===== src/sv/yee_lossy_dielectric_update_unit_defines.svh =====
// Assertion helpers shared by the update unit.
`ifndef YEE_LOSSY_DIELECTRIC_UPDATE_UNIT_DEFINES_SVH
`define YEE_LOSSY_DIELECTRIC_UPDATE_UNIT_DEFINES_SVH

// same-cycle implication, disabled while in reset
`define YLDU_ASSERT_IMPL(label, clk, rst, ante, cons) \
   label: assert property (@(posedge clk) disable iff (rst) (ante) |-> (cons)) \
      else $error("yldu assertion failed");

// next-cycle implication, disabled while in reset
`define YLDU_ASSERT_NEXT(label, clk, rst, ante, cons) \
   label: assert property (@(posedge clk) disable iff (rst) (ante) |=> (cons)) \
      else $error("yldu assertion failed");

`endif


===== src/sv/yldu_pkg.sv =====
package yldu_pkg;

   localparam int FRAC_BITS_DEF = 16;

   localparam int DATA_W    = 32;
   localparam int COEF_W    = 32;
   localparam int REG_IDX_W = 3;

   typedef logic signed [DATA_W-1:0] data_type;
   typedef logic [COEF_W-1:0]        coef_type;

   // register indexes
   localparam logic [REG_IDX_W-1:0] REG_INV_DX  = 3'd0;
   localparam logic [REG_IDX_W-1:0] REG_INV_DY  = 3'd1;
   localparam logic [REG_IDX_W-1:0] REG_INV_DZ  = 3'd2;
   localparam logic [REG_IDX_W-1:0] REG_E_DECAY = 3'd3;
   localparam logic [REG_IDX_W-1:0] REG_E_GAIN  = 3'd4;
   localparam logic [REG_IDX_W-1:0] REG_H_GAIN  = 3'd5;

   // 1.0 in Q16.16
   localparam coef_type COEF_RESET = 32'h0001_0000;

   localparam logic [1:0] AXIS_X = 2'd0;
   localparam logic [1:0] AXIS_Y = 2'd1;
   localparam logic [1:0] AXIS_Z = 2'd2;

   localparam logic CMD_ELECTRIC = 1'b0;
   localparam logic CMD_MAGNETIC = 1'b1;

endpackage


===== src/sv/yldu_gain_mul.sv =====
// Two-stage curl * gain magnitude product, rounded half away from zero,
// clamped at 2^(64-FRAC_BITS).
module yldu_gain_mul #(
   parameter int FRAC_BITS = yldu_pkg::FRAC_BITS_DEF
) (
   input  logic                          clock,
   input  logic [66-FRAC_BITS-1:0]       curl_mag,
   input  logic [yldu_pkg::COEF_W-1:0]   gain_mag,
   output logic [65-FRAC_BITS-1:0]       prod_mag
);
   import yldu_pkg::*;

   localparam int CM_W = 66 - FRAC_BITS;
   localparam int LO_W = CM_W / 2;
   localparam int HI_W = CM_W - LO_W;
   localparam int F_W  = CM_W + COEF_W + 1;
   localparam int R_W  = F_W - FRAC_BITS;
   localparam int G_W  = 65 - FRAC_BITS;

   localparam logic [F_W-1:0] HALF  = F_W'(1) << (FRAC_BITS - 1);
   localparam logic [R_W-1:0] CAP_R = R_W'(1) << (64 - FRAC_BITS);

   logic [LO_W+COEF_W-1:0] pp_lo_in, pp_lo_ff;
   logic [HI_W+COEF_W-1:0] pp_hi_in, pp_hi_ff;
   logic [F_W-1:0]         full;
   logic [R_W-1:0]         rounded;
   logic [G_W-1:0]         prod_in, prod_ff;

   // split multiply: two narrow partial products
   always_comb begin
      pp_lo_in = curl_mag[LO_W-1:0] * gain_mag;
      pp_hi_in = curl_mag[CM_W-1:LO_W] * gain_mag;
   end

   always_comb begin
      full    = (F_W'(pp_hi_ff) << LO_W) + F_W'(pp_lo_ff) + HALF;
      rounded = full[F_W-1:FRAC_BITS];
      if (rounded > CAP_R) begin
         prod_in = CAP_R[G_W-1:0];
      end else begin
         prod_in = rounded[G_W-1:0];
      end
   end

   always_ff @(posedge clock) begin
      pp_lo_ff <= pp_lo_in;
      pp_hi_ff <= pp_hi_in;
      prod_ff  <= prod_in;
   end

   assign prod_mag = prod_ff;

endmodule


===== config.mk =====
export PLATFORM = sky130hd
export DESIGN_NAME = yldu_gain_mul
export DESIGN_NICKNAME = d
export VERILOG_FILES = /design/src/sv/yee_lossy_dielectric_update_unit_defines.svh /design/src/sv/yldu_pkg.sv /design/src/sv/yldu_gain_mul.sv
export SDC_FILE = /design/constraint.sdc
export NUM_CORES = 2
export LEC_CHECK = 0
export ABC_CLOCK_PERIOD_IN_PS = 7400
export BUFFER_PORTS_ARGS = -buffer_cell sky130_fd_sc_hd__buf_4
export CAP_MARGIN = 0
export CORE_MARGIN = 2
export CORE_UTILIZATION = 40
export DETAILED_ROUTE_END_ITERATION = 12
export PLACE_DENSITY = 0.64
export SYNTH_ARGS = -nofsm -noshare
export SYNTH_HDL_FRONTEND = slang
export SYNTH_SLANG_ARGS = --single-unit

===== constraint.sdc =====
create_clock -name clock -period 7.4 [get_ports clock]
set_input_delay 0.74 -clock clock [delete_from_list [all_inputs] [get_ports clock]]
set_output_delay 0.74 -clock clock [all_outputs]
set_load 0.05 [all_outputs]

## After elaboration in Yosys (flattened, before gate mapping)

Index checks and enable logic that the tools add are counted.

- Order comparisons: 1
- $add $sub $neg: 2
- Multipliers: 2

Operator list:

| kind | number |
|---|---|
| 25-bit by 32-bit multiplier with 57-bit output | 2 |
| 82-bit by 57-bit adder with 83-bit output | 1 |
| 83-bit by 16-bit adder with 83-bit output, second input constant | 1 |
| 67-bit by 49-bit greater-than comparator with 1-bit output, second input constant | 1 |

- Word-level logic and storage cells: 8
- Bits in registers: 163
- Output and inout port bits: 49
- Input bits: 83

## Logic depth before layout (Yosys ltp)

- Depth after elaboration: 3
- Depth in mapped cells: 29

## Worst setup path before layout

No wires, ideal clock.

- Kind: input port to flip-flop
- From: input port curl_mag[1]
- To: register pp_lo_ff[54]
- Setup time: 0.122 ns
- Cell stages on the path: 25
- Required time: 7.278 ns
- Arrival: 7.457 ns
- Path buffers: 1
- Path slack: -0.179 ns
- Path through: clkbuf_1 > and2_1 > fa_1 > inv_1 > fa_1 > inv_1 > fa_1 > ha_1 > fa_1 > inv_1 > fa_1 > fa_1 > inv_1 > ha_1 > a2111oi_0 > inv_1 > o22ai_1 > a211oi_1 > o31ai_1 > a21oi_1 > o21a_1 > a31o_2 > a221oi_1 > o21ai_0 > o311a_1

- Word-level cells in the longest chain between the ends: 1

RTL lines:

| what | line | source |
|---|---|---|
| start: declaration | yldu_gain_mul.sv:7 | `input logic [66-FRAC_BITS-1:0] curl_mag,` |
| 25-bit by 32-bit multiplier with 57-bit output | yldu_gain_mul.sv:31 | `pp_lo_in = curl_mag[LO_W-1:0] * gain_mag;` |
| named net pp_lo_in[54] | yldu_gain_mul.sv:23 | `logic [LO_W+COEF_W-1:0] pp_lo_in, pp_lo_ff;` |
| end signal: assignment | yldu_gain_mul.sv:46 | `pp_lo_ff <= pp_lo_in;` |
| end: declaration | yldu_gain_mul.sv:23 |  |

The timed path passes the listed nets, and every way through them passes these cells.
A chain may end at the register's enable or synchronous reset.

## Final worst setup path

- From: input port curl_mag[29]
- To: register pp_hi_ff[56]

- Word-level cells in the longest chain between the ends: 1

RTL lines:

| what | line | source |
|---|---|---|
| 25-bit by 32-bit multiplier with 57-bit output | yldu_gain_mul.sv:32 | `pp_hi_in = curl_mag[CM_W-1:LO_W] * gain_mag;` |
| named net pp_hi_in[56] | yldu_gain_mul.sv:24 | `logic [HI_W+COEF_W-1:0] pp_hi_in, pp_hi_ff;` |
| end signal: assignment | yldu_gain_mul.sv:47 | `pp_hi_ff <= pp_hi_in;` |
| end: declaration | yldu_gain_mul.sv:24 |  |

The timed path passes the listed nets, and every way through them passes these cells.

==> results.py <==
metrics = {
    "routing": {
        "drtAntennaViolNets": 0,
        "wire_per_inst_um": 19.7,
        "detail_route.drc_violations": 0,
        "drc_violation_total_after_the_first_tritonroute_iteration": 3068,
        "overall_via_count_from_detail_route": 44500,
        "vias_per_cell": 5.10,
        "final_routed_wirelength_um": 172000,
        "initial_drt_pass_iterations": 5,
    },
    "critical_path": {
        "critical_path_peak_fanout": 17,
        "cp.required_ns": 7.83,
        "path_class": "in2reg",
        "r2r.worst_path.cells": 14,
        "setup.worst_path.start_class": "primary input",
        "critical_path.max_stage_delay_ns": 0.57,
        "cp_data_arrival_time_ns": 7.66,
        "most_repeated_library_cell_on_the_critical_path": "sky130_fd_sc_hd__fa_1",
        "setup.worst_path.end_class": "flip-flop",
        "crit_path_top_delay_cell": "sky130_fd_sc_hd__fa_1",
    },
    "clock_tree": {
        "cts-buffers-inserted": 17,
        "ctsRootBufferMaster": "sky130_fd_sc_hd__clkbuf_16",
        "clock_path_buffers": 2,
        "clkLatencyLatePin_ns": 0.49,
        "clkTransAtPathRegs_ns": 0.08,
        "htreeDepth": 4,
        "tritoncts_num_sinks": 148,
        "cts_tree": "built",
    },
    "synth": {
        "synth.distinct_cells": 85,
        "synth-edff-count": 0,
        "synth.avg_cell_area_sq_um": 8.92,
        "syn_nets": 8329,
        "synth_commonest_cells": "sky130_fd_sc_hd__inv_1 (1517), sky130_fd_sc_hd__fa_1 (1373), sky130_fd_sc_hd__nand2_1 (871), sky130_fd_sc_hd__and2_1 (835), sky130_fd_sc_hd__ha_1 (414)",
        "ys_async_sr_fraction": 0,
        "mappedNetlistArea_sq_mm": 0.0576,
        "synth_ff_type": "sky130_fd_sc_hd__dfxtp_1",
        "synth_top_cells_by_area": "sky130_fd_sc_hd__fa_1 (48%), sky130_fd_sc_hd__inv_1 (9.9%), sky130_fd_sc_hd__and2_1 (9.1%)",
        "synth_top_area_frac": 0.477,
        "synth.most_common_cell": "sky130_fd_sc_hd__inv_1",
        "ys_ff_latch": 148,
        "postSynthCellCount": 6459,
        "yosys_warnings": 0,
        "synth_top_area_cell": "sky130_fd_sc_hd__fa_1",
        "ys_seq_area_frac": 0.0514,
    },
    "timing": {
        "setup_viol": 0,
        "slew_viol_final": 0,
        "timing_hold_violations_final": 0,
        "tightest_slew_ns": 0.943,
        "fin_crit_ns": 7.23,
        "final_worst_path_cycle_share": 0.977,
        "max_slew_margin": 0.366,
        "worst_clock_skew_ns": 0.0186,
        "fmax_mhz": 138,
        "rsz0062_at_grt": "yes",
    },
    "floorplanning": {
        "die-height_um": 384,
        "initial_utilization": 0.402,
        "floorplan.io_pins": 132,
        "placeableCoreArea_sq_mm": 0.143,
        "die_w_um": 384,
        "rows": 139,
        "dieArea_sq_mm": 0.147,
    },
    "grt": {
        "global_route.overflow_total": 0,
        "antenna_found_initial": 14,
        "grt_start_max_net_pins": 50,
        "grt_pass1_wl_um": 274000,
        "number_of_global_route_vias_before_repair": 48600,
        "global_route.usage.total": 0.240,
    },
    "finish": {
        "synthToLayoutAreaGrowth_pct": 14.1,
        "layout-drive-gt1-share": 0.131,
        "post_layout_nonfiller_instances": 8740,
        "nNetsFinal": 8692,
    },
    "status": {
        "run_status": "finished clean",
    },
    "place": {
        "portBuffers": 131,
        "place.detailed.instances": 8693,
        "hpwlAfterDp_um": 147000,
        "routabilityCongestion": 0.960,
    },
    "run": {
        "max_cap_violations": 0,
    },
    "worst_hold_path": {
        "hold_depth": 2,
        "worst_hold_path_type": "reg2reg",
    },
}
-- cell usage in the layout, fill, tap and decap left out, types with 16 or more instances in the layout --
cell,count
sky130_fd_sc_hd__xor2_1,37
sky130_fd_sc_hd__o21a_1,20
sky130_fd_sc_hd__nor3_1,45
sky130_fd_sc_hd__nor4_2,41
sky130_fd_sc_hd__buf_12,27
sky130_fd_sc_hd__nand3_1,41
sky130_fd_sc_hd__and2_1,833
sky130_fd_sc_hd__a21oi_1,111
sky130_fd_sc_hd__and3_1,20
sky130_fd_sc_hd__nand4_1,43
sky130_fd_sc_hd__buf_4,604
sky130_fd_sc_hd__xnor2_1,97
sky130_fd_sc_hd__o21ai_0,52
sky130_fd_sc_hd__nand2_1,870
sky130_fd_sc_hd__a21o_1,64
sky130_fd_sc_hd__ha_4,16
sky130_fd_sc_hd__nand2b_1,17
sky130_fd_sc_hd__o21bai_1,19
sky130_fd_sc_hd__ha_1,397
sky130_fd_sc_hd__fa_1,1353
sky130_fd_sc_hd__nor2b_1,20
sky130_fd_sc_hd__clkbuf_16,17
sky130_fd_sc_hd__dfxtp_1,148
sky130_fd_sc_hd__fa_2,20
sky130_fd_sc_hd__buf_6,48
sky130_fd_sc_hd__nor2_1,90
sky130_fd_sc_hd__inv_1,1514
-- per-layer routing --
layer  up-vias  track usage  part of all wire
li1      19700            -                 -
met5         -            0           0.00019
met1     22900        0.329              0.43
met4         6       0.0683             0.029
met2      1636        0.384              0.45
met3       271       0.0512             0.087
-- layout make-up --
class	instances	area, sq um
antenna	2	5.00
clock buffer	20	467
clock inverter	12	135
fill	13800	77500
inverter	1518	5700
multi-input combinational	4442	48200
sequential	148	2960
tap	1903	2380
timing repair buffer	695	5870
-- logic make-up (layout without fill, tap and decap cells) --
family / Yosys count / after routing / share of synthesized area
AOI/OAI and AO/OA: 426 / 426 / 0.0495
xor gates and xnor gates: 137 / 137 / 0.0208
adders and majority gates: 1787 / 1787 / 0.567
buffers and inverters: 1869 / 2245 / 0.123
DFF: 148 / 148 / 0.0514
muxes: 5 / 5 / 0.000868
other: 0 / 2 / 0
and+or+nand+nor: 2087 / 2087 / 0.188
-- through the flow --
| stage | TNS, ns | worst slack, ns | utilization | hold WS [ns] | area, sq um |
|---|---|---|---|---|---|
| final | 0 | 0.169 | 0.459 | 0.646 | 65800 |
| after CTS | -0.0130 | -0.0130 | 0.453 | 0.641 | 64900 |
| after global placement | -26.65 | -1.05 | 0.447 | 0.632 | 64000 |
| after floorplan | 0 | 0.0319 | - | 0.585 | 57700 |
| after detailed placement | -27.79 | -1.05 | 0.447 | 0.631 | 64000 |
| after global routing | -0.0681 | -0.0337 | 0.459 | 0.670 | 65800 |
-- worst paths after layout --
| path | start | endpoint | slack, ns |
|---|---|---|---|
| worst min register to register | pp_lo_ff[20] | prod_mag[4] | 0.65 |
| worst max-delay path | curl_mag[29] | pp_hi_ff[56] | 0.17 |
| worst min-delay path | pp_lo_ff[20] | prod_mag[4] | 0.65 |
| worst max register to register | pp_lo_ff[33] | prod_mag[27] | 2.40 |
-- flip-flops by register name (all words and copies together) (netlist names) --
signal and cells:
pp_lo_ff 42, pp_hi_ff 57, prod_mag 49
-- worst max-delay path: cells and delay by family --
kind | cells | cell delay [ns]
buf+inv | 10 | 1.02
compound gates | 9 | 1.30
simple gates | 4 | 0.72
fa+ha+maj | 8 | 3.86
-- repair_timing --
item | CTS | global route
hold buffers | 0 | 0
buffers inserted | 3 | 12
gates resized for setup | 54 | 178
endpoints found under the hold margin | 0 | 0
cloned | 0 | 0
pin swaps | 11 | 82
setup endpoints to repair | 31 | 36
Power is left out: the tool's default activity adds up to more than one toggle a clock period on the data nets, which glitch-free logic cannot reach.
